## config.mk

```make
export PLATFORM = sky130hd
export DESIGN_NAME = bilp_check
export DESIGN_NICKNAME = d
export VERILOG_FILES = /design/src/rtl/bilp_pkg.sv /design/src/rtl/bilp_check.sv
export SDC_FILE = /design/constraint.sdc
export NUM_CORES = 1
export LEC_CHECK = 0
export BUFFER_PORTS_ARGS = -buffer_cell sky130_fd_sc_hd__buf_2
export CAP_MARGIN = 20
export CORE_UTILIZATION = 44
export DETAILED_ROUTE_END_ITERATION = 16
export GPL_ROUTABILITY_DRIVEN = 0
export PLACE_DENSITY = 0.6
export SETUP_SLACK_MARGIN = 0.3
export SLEW_MARGIN = 0
export SYNTH_ARGS = -nofsm -noshare
export SYNTH_HDL_FRONTEND = slang
export SYNTH_SLANG_ARGS = --single-unit
```

## constraint.sdc

```tcl
create_clock -name clk -period 6.15 [get_ports clk]
set_input_delay 0.9225 -clock clk [delete_from_list [all_inputs] [get_ports clk]]
set_output_delay 0.9225 -clock clk [all_outputs]
set_load 0.1 [all_outputs]
```

## src/rtl/bilp_pkg.sv

```systemverilog
// Shared widths, codes and chain packet types for the binary ILP feasibility search.
package bilp_pkg;

  localparam int MAX_VARS_DEF  = 32;
  localparam int MAX_ROWS_DEF  = 32;
  localparam int COEF_BITS_DEF = 16;

  localparam int REQ_W     = 2;
  localparam int IDX_W     = 5;
  localparam int COEF_IN_W = 16;
  localparam int REL_W     = 2;
  localparam int BOUND_W   = 21;
  localparam int CAND_W    = 32;
  localparam int CFG_W     = 6;
  localparam int CFG_IDX_W = 2;
  localparam int ROW_IDX_W = 6;

  localparam logic [REQ_W-1:0] REQ_COEF = 2'd0;
  localparam logic [REQ_W-1:0] REQ_ROW  = 2'd1;
  localparam logic [REQ_W-1:0] REQ_TEST = 2'd2;

  localparam logic [REL_W-1:0] REL_LE = 2'd0;
  localparam logic [REL_W-1:0] REL_GE = 2'd1;
  localparam logic [REL_W-1:0] REL_EQ = 2'd2;

  localparam logic [CFG_IDX_W-1:0] CFG_NUM_VARS = 2'd0;
  localparam logic [CFG_IDX_W-1:0] CFG_NUM_ROWS = 2'd1;

  // row tag, whose partial sum follows it in the next cycle
  typedef struct packed {
    logic                 vld;
    logic                 lst;
    logic [ROW_IDX_W-1:0] row;
  } lead_t;

  typedef struct packed {
    logic done;
    logic feasible;
  } res_t;

endpackage

```

## src/rtl/bilp_check.sv

```systemverilog
// Chain tail: holds row relations and bounds, checks each row sum and folds the verdict.
module bilp_check #(
  parameter int MAX_ROWS = bilp_pkg::MAX_ROWS_DEF,
  parameter int SUM_W    = 22
) (
  input  logic                           clk,
  input  logic                           rst_n,
  input  logic                           wr_en,
  input  logic [bilp_pkg::ROW_IDX_W-1:0] wr_row,
  input  logic [bilp_pkg::REL_W-1:0]     wr_rel,
  input  logic [bilp_pkg::BOUND_W-1:0]   wr_bound,
  input  bilp_pkg::lead_t                lead_in,
  input  logic [SUM_W-1:0]               sum_in,
  output bilp_pkg::res_t                 res
);
  import bilp_pkg::*;

  localparam int RW    = (MAX_ROWS > 1) ? $clog2(MAX_ROWS) : 1;
  localparam int CMP_W = (SUM_W > BOUND_W) ? SUM_W : BOUND_W;

  logic [REL_W+BOUND_W-1:0] mem [MAX_ROWS];
  logic [REL_W+BOUND_W-1:0] rb_r;
  logic                     vld_r;
  logic                     lst_r;
  logic                     ok_r;
  res_t                     res_r;
  logic [REL_W-1:0]         rel;
  logic [CMP_W-1:0]         lhs;
  logic [CMP_W-1:0]         rhs;
  logic                     hold;

  always_ff @(posedge clk) begin
    if (wr_en) begin
      mem[wr_row[RW-1:0]] <= {wr_rel, wr_bound};
    end
    rb_r <= mem[lead_in.row[RW-1:0]];
  end

  assign rel = rb_r[REL_W+BOUND_W-1:BOUND_W];
  assign lhs = CMP_W'(sum_in);
  assign rhs = CMP_W'(rb_r[BOUND_W-1:0]);

  always_comb begin
    case (rel)
      REL_LE:  hold = (lhs <= rhs);
      REL_GE:  hold = (lhs >= rhs);
      REL_EQ:  hold = (lhs == rhs);
      default: hold = 1'b1;
    endcase
  end

  always_ff @(posedge clk) begin
    if (!rst_n) begin
      vld_r <= 1'b0;
      lst_r <= 1'b0;
      ok_r  <= 1'b1;
      res_r <= '0;
    end else begin
      vld_r          <= lead_in.vld;
      lst_r          <= lead_in.lst;
      res_r.done     <= vld_r && lst_r;
      res_r.feasible <= ok_r && hold;
      // rearm the verdict after the final row of a candidate
      if (vld_r) begin
        ok_r <= lst_r ? 1'b1 : (ok_r && hold);
      end
    end
  end

  assign res = res_r;

endmodule

```

; ---- Word-level counts from Yosys, hierarchy flattened
; Memories as Yosys holds them, arrays and structs flattened. A register that Yosys moved wholly into a read port is not among the register bits.
; Cells that the tools add are included.
[classes]
magnitude_cmp = 2
n_reduce_logical = 3
n_eq_ne = 3
muxes = 4
[op_table]
columns = cell, count
row1 = equality test 22 x 21 -> 1 bit, 1
row2 = greater-or-equal comparator 22 x 21 -> 1 bit, 1
row3 = <= comparator 22 x 21 -> 1 bit, 1
row4 = 2-to-1 mux 1 bit, 3
row5 = case mux 1 bit (3 select lines), 1
row6 = "equality test 2 x 1 -> 1 bit, second input constant", 1
row7 = "equality test 2 bit, second input constant", 1
row8 = logical AND 1 bit, 2
row9 = zero test 2 bit, 1
[word_totals]
inputBits = 62
ff_bits = 5
mem_count = 1
mem_bits_rw = 736
out_inout_bits = 2
word_cells = 18
[mem_list]
columns = memory, words, width, rd, rd_ports_with_merged_regs, write_ports, line
row1 = mem, 32, 23, 1, 1, 1, bilp_check.sv:21  ; logic [REL_W+BOUND_W-1:0] mem [MAX_ROWS];

; ---- Longest topological paths before layout
[logic_depth]
depth_word = 4
ltp_mapped = 8
mapped_depth_nobuf = 8

; ---- Worst setup path before layout
; No wires, ideal clock.
[synth_timing]
path_type = input port to flip-flop
start = in wr_row[1] (netlist bit)
end = mem mem[12][0] (netlist bit), enable pin
setup_time_ns = 0.403
path_buffers = 1
path_stages = 3
setup_slack_ns = 3.184
required_ns = 5.747
t_arrival_ns = 2.563
path_cell_list = or3b_2 -> clkbuf_1 -> nor2_1
[synth_rtl]
columns = item, line
row1 = "start, declared", bilp_check.sv:9  ; input logic [bilp_pkg::ROW_IDX_W-1:0] wr_row,
row2 = "end, declared", bilp_check.sv:21
; No word-level cell before the write port.

==> summary.txt <==
measured slew at the worst slew-check pin - 1.174 ns
Final #Nets - 1,414
Worst setup SP type - input port
HP Start - ok_r
post-layout util - 0.5079
clock root buffer - clkbuf_16
fin area - 33,390 um^2
Worst-Skew Late Latency - 0.62 ns
setup bufs post-CTS - 0
Hold Worst Slack - 0.4570 ns
area delta synth->final - 14.34%
Crit. End Element - register
Yosys reg bits - 764
CP Data Required Time - 6.64 ns
fill count - 5,123
post-route minimum period - 3.061 ns
post-synthesis async set-or-reset flop share - 0
final worst path period share - 0.4977
clk_skew - 0.01368 ns
vias - 13.24k
Port Buf Inserts - 61
Num CTS Buffers - 78
Detailed Route Iter0 Violations - 1,373
most common cell after layout, fill and taps aside - edfxtp_1
Syn Std Cell Area - 29,200 um^2
Die H - 259.6 um
placed cell areas - 30,940 um^2
FMAX - 326.7 MHz
share of layout cells above drive strength 1 - 0.3525
HP Class - reg2reg
Hold Crit Depth - 2
gr usage total - 0.2015
clock sinks - 764
Post-synth EDFFs - 736
global-route wire length before repair - 94,880 um
Final Hold Viols - 0
r2r setup slk - 3.71 ns
grt ovf - 0
DR pass1 iterations - 5
CP Max Fanout - 83
Main synth FF type - edfxtp_1
M2 GR Usage - 0.2879
CTS Hold Bufs - 0
Clock Path Buffers - 3
drc violations - 0
largest net degree at the start of global routing - 84
# setup viols final - 0
Post-Syn Instances - 1,202
VDD IR-drop max - 245.6 uV
Starting Density - 0.4442
met1 usage - 0.3156
WHS Endpoint - ok_r
Die W - 259.6 um
CTS tree - done
fin. max-slew vios - 0
FF-to-FF End - res[0]
number of H-tree levels - 3
io pins - 64
Reg2Reg Launch Point - rb_r[19]
leakage - 0.01052 uW
# resized after CTS - 0
critical setup path kind - in2reg
Detailed Route WL - 66,040 um
sequential-to-total area share from yosys stat - 0.7760
per-cell routed wire length - 29.29 um
status - finished clean
initial antenna violation count - 2
synthesized area per cell - 24.30 um^2
Fin Setup TNS - 0 ns
most used routing layer in global routing - met1
Clock Pin Slew Worst Setup and Hold Paths - 0.06 ns
CORE AREA - 65,750 um^2
Slew HR - 0.2175
unrepaired setup endpoints after global routing - false
Mapped Nets - 1,285
pwr dens - 326.6 nW/um^2
post-route ant nets - 0
Yosys Warn Count - 0
maxcap violations - 0
crit path DAT - 3.55 ns
vias in the first global route - 13.58k
Vias/cell - 5.872
most frequent cells in the layout - edfxtp_1 (736), mux4_2 (230), clkbuf_16 (80)
HPWL after DPL - 36,270 um
R2R depth - 7
met3 Track Usage GR - 0.04259
post-synth cell types - 32
number of core rows - 94
die area - 67,410 um^2
==> state kept, by name, summed over array words and instances, names as in the netlist <==
| register | count |
|---|---|
| res | 2 |
| mem | 736 |
| rb_r | 23 |
| vld_r | 1 |
| ok_r | 1 |
| lst_r | 1 |
==> report_power, final <==
part           switching [uW]  internal, uW  leakage (uW)
combinational             314           245       0.00247
sequential               27.8          5790       0.00687
clock                    1870          2660       0.00119
==> synth_stat cells, types with 6 or more instances <==
master      n  share of area
edfxtp_1  736           0.76
mux4_2    230           0.18
nor2_1     35         0.0045
dfxtp_1    28          0.019
clkbuf_1   27         0.0035
inv_1      23         0.0030
mux2_2     23         0.0089
ha_1       21         0.0090
buf_4      13         0.0033
a21oi_1    11         0.0019
nand2_1     8         0.0010
buf_1       6        0.00077
==> per-layer routing <==
layer  routed length (um)  share of wire  up-vias
li1                     -              -     5434
met1                31280           0.47     7263
met2                29100           0.44      451
met3                 4358          0.066       91
met4                 1294          0.020        2
met5                    9        0.00014        -
==> stage by stage <==
step | power, uW | worst slack (ns) | std cells
2_1_floorplan | 6264 | 3.184 | 1202
3_3_place_gp | 6477 | 2.361 | 2110
3_5_place_dp | 6493 | 2.377 | 2114
4_1_cts | 11010 | 3.031 | 2253
5_1_grt | 11230 | 2.857 | 2254
6_report | 10900 | 3.089 | 2255
==> kinds of logic after synthesis <==
kind of cell	share of synthesized area
xor gates and xnor gates	0.0003000
and+or+nand+nor	0.01080
muxes	0.1866
adders and majority gates	0.008997
DFF	0.7760
buffers and inverters	0.01298
AOI/OAI and AO/OA	0.004327
==> layout make-up <==
class                      count  area [um^2]  share of cell area
tap                          864         1081             0.03238
sequential                   764        22660              0.6787
multi-input combinational    361         6402              0.1917
clock buffer                 110         2165             0.06483
clock inverter                29        274.0            0.008207
inverter                      23        86.33            0.002586
antenna                        1        2.502          0.00007495
timing repair buffer         103        716.9             0.02147
==> worst max path at each step <==
stage                       endpoint  slack (ns)       start  depth (start not counted)
after floorplan           mem[12][0]        3.18   wr_row[1]                          3
after global placement      rb_r[18]        2.36  lead_in[0]                          5
after detailed placement    rb_r[18]        2.38  lead_in[0]                          5
after CTS                   rb_r[18]        3.03  lead_in[0]                          5
after global routing         rb_r[2]        2.86  lead_in[0]                          5
final                        rb_r[2]        3.09  lead_in[0]                          5
==> critical path, cell delays in order <==
cell and delay [ns]:
buf_8 0.63, buf_4 0.51, mux4_2 0.57, mux4_2 0.51, mux2_2 0.28
Power figures use the tool's default switching activity.
