<file path="src/rtl/bilp_pkg.sv">
// Shared widths, codes and chain packet types for the binary ILP feasibility search.
package bilp_pkg;

  localparam int MAX_VARS_DEF  = 32;
  localparam int MAX_ROWS_DEF  = 32;
  localparam int COEF_BITS_DEF = 16;

  localparam int REQ_W     = 2;
  localparam int IDX_W     = 5;
  localparam int COEF_IN_W = 16;
  localparam int REL_W     = 2;
  localparam int BOUND_W   = 21;
  localparam int CAND_W    = 32;
  localparam int CFG_W     = 6;
  localparam int CFG_IDX_W = 2;
  localparam int ROW_IDX_W = 6;

  localparam logic [REQ_W-1:0] REQ_COEF = 2'd0;
  localparam logic [REQ_W-1:0] REQ_ROW  = 2'd1;
  localparam logic [REQ_W-1:0] REQ_TEST = 2'd2;

  localparam logic [REL_W-1:0] REL_LE = 2'd0;
  localparam logic [REL_W-1:0] REL_GE = 2'd1;
  localparam logic [REL_W-1:0] REL_EQ = 2'd2;

  localparam logic [CFG_IDX_W-1:0] CFG_NUM_VARS = 2'd0;
  localparam logic [CFG_IDX_W-1:0] CFG_NUM_ROWS = 2'd1;

  // row tag, whose partial sum follows it in the next cycle
  typedef struct packed {
    logic                 vld;
    logic                 lst;
    logic [ROW_IDX_W-1:0] row;
  } lead_t;

  typedef struct packed {
    logic done;
    logic feasible;
  } res_t;

endpackage

</file>
<file path="src/rtl/bilp_cell.sv">
// One column cell: holds a coefficient column and adds it into the passing row sum.
module bilp_cell #(
  parameter int MAX_ROWS  = bilp_pkg::MAX_ROWS_DEF,
  parameter int COEF_BITS = bilp_pkg::COEF_BITS_DEF,
  parameter int SUM_W     = 22
) (
  input  logic                           clk,
  input  logic                           rst_n,
  input  logic                           wr_en,
  input  logic [bilp_pkg::ROW_IDX_W-1:0] wr_row,
  input  logic [COEF_BITS-1:0]           wr_data,
  input  logic                           bit_sel,
  input  bilp_pkg::lead_t                lead_in,
  input  logic [SUM_W-1:0]               sum_in,
  output bilp_pkg::lead_t                lead_out,
  output logic [SUM_W-1:0]               sum_out
);
  import bilp_pkg::*;

  localparam int RW = (MAX_ROWS > 1) ? $clog2(MAX_ROWS) : 1;

  logic [COEF_BITS-1:0] mem [MAX_ROWS];
  logic [COEF_BITS-1:0] rd_r;
  lead_t                lead_r;
  logic [SUM_W-1:0]     sum_r;

  always_ff @(posedge clk) begin
    if (wr_en) begin
      mem[wr_row[RW-1:0]] <= wr_data;
    end
    rd_r <= mem[lead_in.row[RW-1:0]];
  end

  // the sum follows its row tag in the next cycle, matching the registered coefficient read
  always_ff @(posedge clk) begin
    sum_r <= sum_in + (bit_sel ? SUM_W'(rd_r) : '0);
  end

  always_ff @(posedge clk) begin
    if (!rst_n) begin
      lead_r <= '0;
    end else begin
      lead_r <= lead_in;
    end
  end

  assign lead_out = lead_r;
  assign sum_out  = sum_r;

endmodule

</file>
<file path="config.mk">
export PLATFORM = sky130hd
export DESIGN_NAME = bilp_cell
export DESIGN_NICKNAME = d
export VERILOG_FILES = /design/src/rtl/bilp_pkg.sv /design/src/rtl/bilp_cell.sv
export SDC_FILE = /design/constraint.sdc
export NUM_CORES = 1
export LEC_CHECK = 0
export BUFFER_PORTS_ARGS = -buffer_cell sky130_fd_sc_hd__buf_4
export CORE_MARGIN = 10
export CORE_UTILIZATION = 25
export CTS_BUF_LIST = sky130_fd_sc_hd__clkbuf_4 sky130_fd_sc_hd__clkbuf_8
export CTS_CLUSTER_DIAMETER = 200
export DETAILED_ROUTE_END_ITERATION = 10
export PLACE_DENSITY = 0.5
export SYNTH_ARGS = -nofsm -noshare
export SYNTH_HDL_FRONTEND = slang
export SYNTH_SLANG_ARGS = --single-unit
</file>
<file path="constraint.sdc">
create_clock -name clk -period 4.3 [get_ports clk]
set_clock_uncertainty 0.15 [all_clocks]
set_input_delay 0.645 -clock clk [delete_from_list [all_inputs] [get_ports clk]]
set_output_delay 0.645 -clock clk [all_outputs]
set_load 0.05 [all_outputs]
</file>
* After elaboration in Yosys (flattened, before gate mapping) *
Memory sizes are Yosys's and may differ from the RTL's. A register that Yosys moved wholly into a read port is not among the register bits.
Cells that the tools add are included.

cells by class
  add/sub/neg operators = 1
  muxes and demuxes = 3

operators with widths
  kind              number
  $add A22 B16 Y22  1
  $mux W16          1
  $mux W1           2

word-level totals
  output and inout bits = 30
  bits of input ports = 56
  memories = 1
  register bits after elaboration = 30
  memory bits (writable) = 512

memories
  name  words  width  read ports  clocked after Yosys merged registers in  write ports  RTL line         RTL
  mem   32     16     1           1                                        1            bilp_cell.sv:22  logic [COEF_BITS-1:0] mem [MAX_ROWS];

* Logic depth before layout (Yosys ltp) *
  depth after elaboration = 2
  depth in mapped cells = 10

* Worst setup path after synthesis *
OpenSTA, ideal clock, no wires.

  path kind = input -> register
  start point = in bit_sel
  end point = reg sum_r[19] (netlist: sum_out[19])
  buffers on the path = 2
  slack = 1.387 ns
  library setup time = 0.124 ns
  arrival time = 2.639 ns
  required time = 4.026 ns
  stages = 10
  path through = clkbuf_1 > and2_1 > ha_1 > clkbuf_1 > a21oi_1 > o21ai_1 > a31oi_1 > nor4_1 > a311o_1 > a2111o_1

on the way
  longest elaborated chain between the ends = 2

ends and longest elaborated chain
  what                  RTL line         RTL
  start, declared       bilp_cell.sv:12  input logic bit_sel,
  $mux W16              bilp_cell.sv:36  sum_r <= sum_in + (bit_sel ? SUM_W'(rd_r) : '0);
  $add A22 B16 Y22      bilp_cell.sv:36
  end signal, assigned  bilp_cell.sv:36
  end, declared         bilp_cell.sv:25  logic [SUM_W-1:0] sum_r;

Every way passes these cells.
A chain may end at the register's enable or synchronous reset.

* Worst setup path in the final report *
  start point = reg rd_r[1], read port of mem
  end point = reg sum_r[18] (netlist: sum_out[18])

on the way
  longest elaborated chain between the ends = 2

ends and longest elaborated chain
  what              RTL line         RTL
  start, declared   bilp_cell.sv:23  logic [COEF_BITS-1:0] rd_r;
  $mux W16          bilp_cell.sv:36
  $add A22 B16 Y22  bilp_cell.sv:36

Every way passes these cells.

==> reports/results.ini <==
[logic_synthesis]
synth_edf_count = 512
synth.distinct_cells = 47
syn_area_um2 = 21600
synthArstFlopShare_pct = 0
ys_warn_count = 0
yosysSeqAreaShare_pct = 75.5
syn-instance-count = 991
synth_area_per_cell_um2 = 21.8
synth_nets = 1064
synth_seq_cells = 558
synth-main-ff-cell = edfxtp_1

[placement]
numPortBuffers = 84
pre_cts_ws_ns = 1.00
dp.final_hpwl_um = 30500
gp_congestion = 0.732

[global_route]
grt_usage_pct = 10.8
overflow = 0
grt_pass1_wl_um = 77900
grt_antenna_before_repair = 6
grt_pass1_vias = 11300
grt_max_degree = 41

[drt]
ant_nets = 0
dr.pass1.iters = 5
wl_per_cell_um = 22.5
via_per_inst = 4.36
drc_errors = 0
wirelength_um = 53800
drt_iter0_drc = 767
vias = 10400

[cells_and_area]
syn_to_final_growth_pct = 19.9
final_common_cell = edfxtp_1
post-route-util_pct = 30.3
layout-drive-gt1-share_pct = 39.0
n_fill_cell = 8386
layout.nets = 1252
mostFrequentLayoutCells = edfxtp_1, mux4_2, buf_4

[power_and_ir_drop]
vdd_drop_max_mv = 0.200
pwr-share-comb_pct = 8.5
power_frac_clock_pct = 39.7
finalPower_w = 0.0118
p_int_w = 0.00899
power_frac_seq_pct = 51.7
switchingPower_w = 0.00279
p_sw_share_pct = 23.7
cellPowerDensity_nw_per_um2 = 455
p_leak_nw = 8.33

[sta]
hold_viol = 0
finalSetupViolCount = 0
slew_viol_final = 0
rsz0062_at_grt = false
period_share_pct = 65.4
min_period_ns = 2.81
max_freq_mhz = 356
tightest_slew_ns = 0.902
tns_ns = 0
worst_slack_ns = 1.49
relSlewSlack_pct = 39.8

[setup_path]
max_stage_delay_ns = 0.55
critPathKind = register to register
critPathCaptureType = register
path_cells = nand2_1 > fa_1 > nor2b_1 > o31a_1 > a2111oi_0 > a221oi_1 > o211ai_1 > xnor2_1
start_kind = register
cp_top_family = compound AO/OA/AOI/OAI gates
worst_ep_arrival_time_ns = 3.19
worst-path-buf-inv = 0
worst-path-max-fanout = 4
cp_slowest_cell = a221oi_1
required_ns = 4.68

[hold_path]
min_path_type = input pin to register

[status]
outcome = complete, no violations

[die]
die_x_um = 314
rows = 107
die_area_um2 = 98500
core_um2 = 85400
io_pins = 86
die_y_um = 314
initial_core_util_pct = 25.3

[cts]
numCtsBuffers = 97
htreeDepth = 3
post-cts-setup-buffers = 0
clkSinkCount = 558
tritoncts = built
clock_latency_ns = 0.69
cts_max_path_buffers = 3
cts_root_buffer = clkbuf_8
clkTransAtPathRegs_ns = 0.06

[flow_run]
maxCapViolCount = 0

-- power groups by stage --
| stage | clock network [W] | logic (W) | registers [W] |
|---|---|---|---|
| final | 0.00468 | 0.00101 | 0.00610 |
| after global routing | 0.00510 | 0.00108 | 0.00611 |
| after CTS | 0.00486 | 0.00103 | 0.00610 |
| after detailed placement | 0 | 0.00102 | 0.00621 |
| after global placement | 0 | 0.00101 | 0.00621 |
| after floorplan | 0 | 0.000448 | 0.00637 |
-- cells in the mapped netlist (2+ instances only) --
library cell,number,area (um^2)
or3b_2,2,17.5
edfxtp_1,512,15400
and2_1,23,144
and4_1,2,17.5
o41ai_1,2,17.5
a21oi_1,16,80.1
mux4_2,160,3600
o211ai_1,3,22.5
clkbuf_1,20,75.1
nand2_1,17,63.8
and3_1,2,12.5
buf_4,2,15.0
nor4_1,3,18.8
dfxtp_1,46,921
o21ai_0,8,40.0
xor2_1,4,35.0
o21ai_1,2,10.0
nand3_1,6,30.0
a31oi_1,5,31.3
nand3b_1,5,37.5
nand4_1,6,37.5
xnor2_1,9,78.8
inv_1,10,37.5
nor2_1,45,169
a21o_1,4,30.0
nor3_1,7,35.0
mux2_2,16,180
ha_1,16,200
buf_1,10,37.5
buf_2,11,55.1
-- registers in the layout, summed over array words and instances (netlist names) --
| name | count |
|---|---|
| lead_out | 8 |
| mem | 512 |
| rd_r | 16 |
| sum_out | 22 |
-- metrics by stage --
stage | hold slack, ns | instances | area [um^2]
3_3_place_gp | 0.417 | 2214 | 23900
4_1_cts | 0.00626 | 2392 | 25900
3_5_place_dp | 0.422 | 2214 | 23900
5_1_grt | 0.0341 | 2393 | 25900
2_1_floorplan | 0.374 | 991 | 21600
6_report | 0.0865 | 2393 | 25900
-- logic make-up after synthesis --
logic type	synth area share [%]
flops	75.5
simple gates	2.82
xor+xnor	0.528
buf+inv	1.02
mux	17.6
fa+ha+maj	1.02
compound gates	1.54
-- what timing repair did --
action	in CTS	in global routing
hold endpoints to repair	9	0
hold buffers	10	0
setup endpoints to repair	0	0
gates resized for setup	0	0
-- layer usage --
metal	wire length, um	vias up	global-route usage [%]
li1	-	4536	-
met1	22900	5541	13.5
met2	26600	252	17.9
met3	2960	102	2.93
met4	1300	6	3.69
met5	42	-	0
-- worst min-delay path, cell delays in order --
cell	delay, ns
buf_4	0.11
nand2_1	0.05
nand4_1	0.08
-- layout make-up --
cell class / instances / area, um^2 / area share [%]
multi-input combinational: 380 / 5150 / 19.9
tap: 1144 / 1430 / 5.53
clock buffer: 133 / 1650 / 6.37
sequential: 558 / 16300 / 63.0
clock inverter: 35 / 224 / 0.865
antenna: 1 / 2.50 / 0.00967
timing repair buffer: 132 / 1090 / 4.21
inverter: 10 / 37.5 / 0.145
-- final timing paths --
kind / start / to / slack (ns) / cells past startpoint
max: rd_r[1]$_DFF_P_ / sum_out[18]$_DFF_P_ / 1.49 / 8
min: sum_in[21] / sum_out[21]$_DFF_P_ / 0.09 / 3
max reg2reg: rd_r[1]$_DFF_P_ / sum_out[18]$_DFF_P_ / 1.49 / 8
min reg2reg: rd_r[0]$_DFF_P_ / sum_out[0]$_DFF_P_ / 0.43 / 2
No activity file was read; power rests on OpenSTA's default activity.
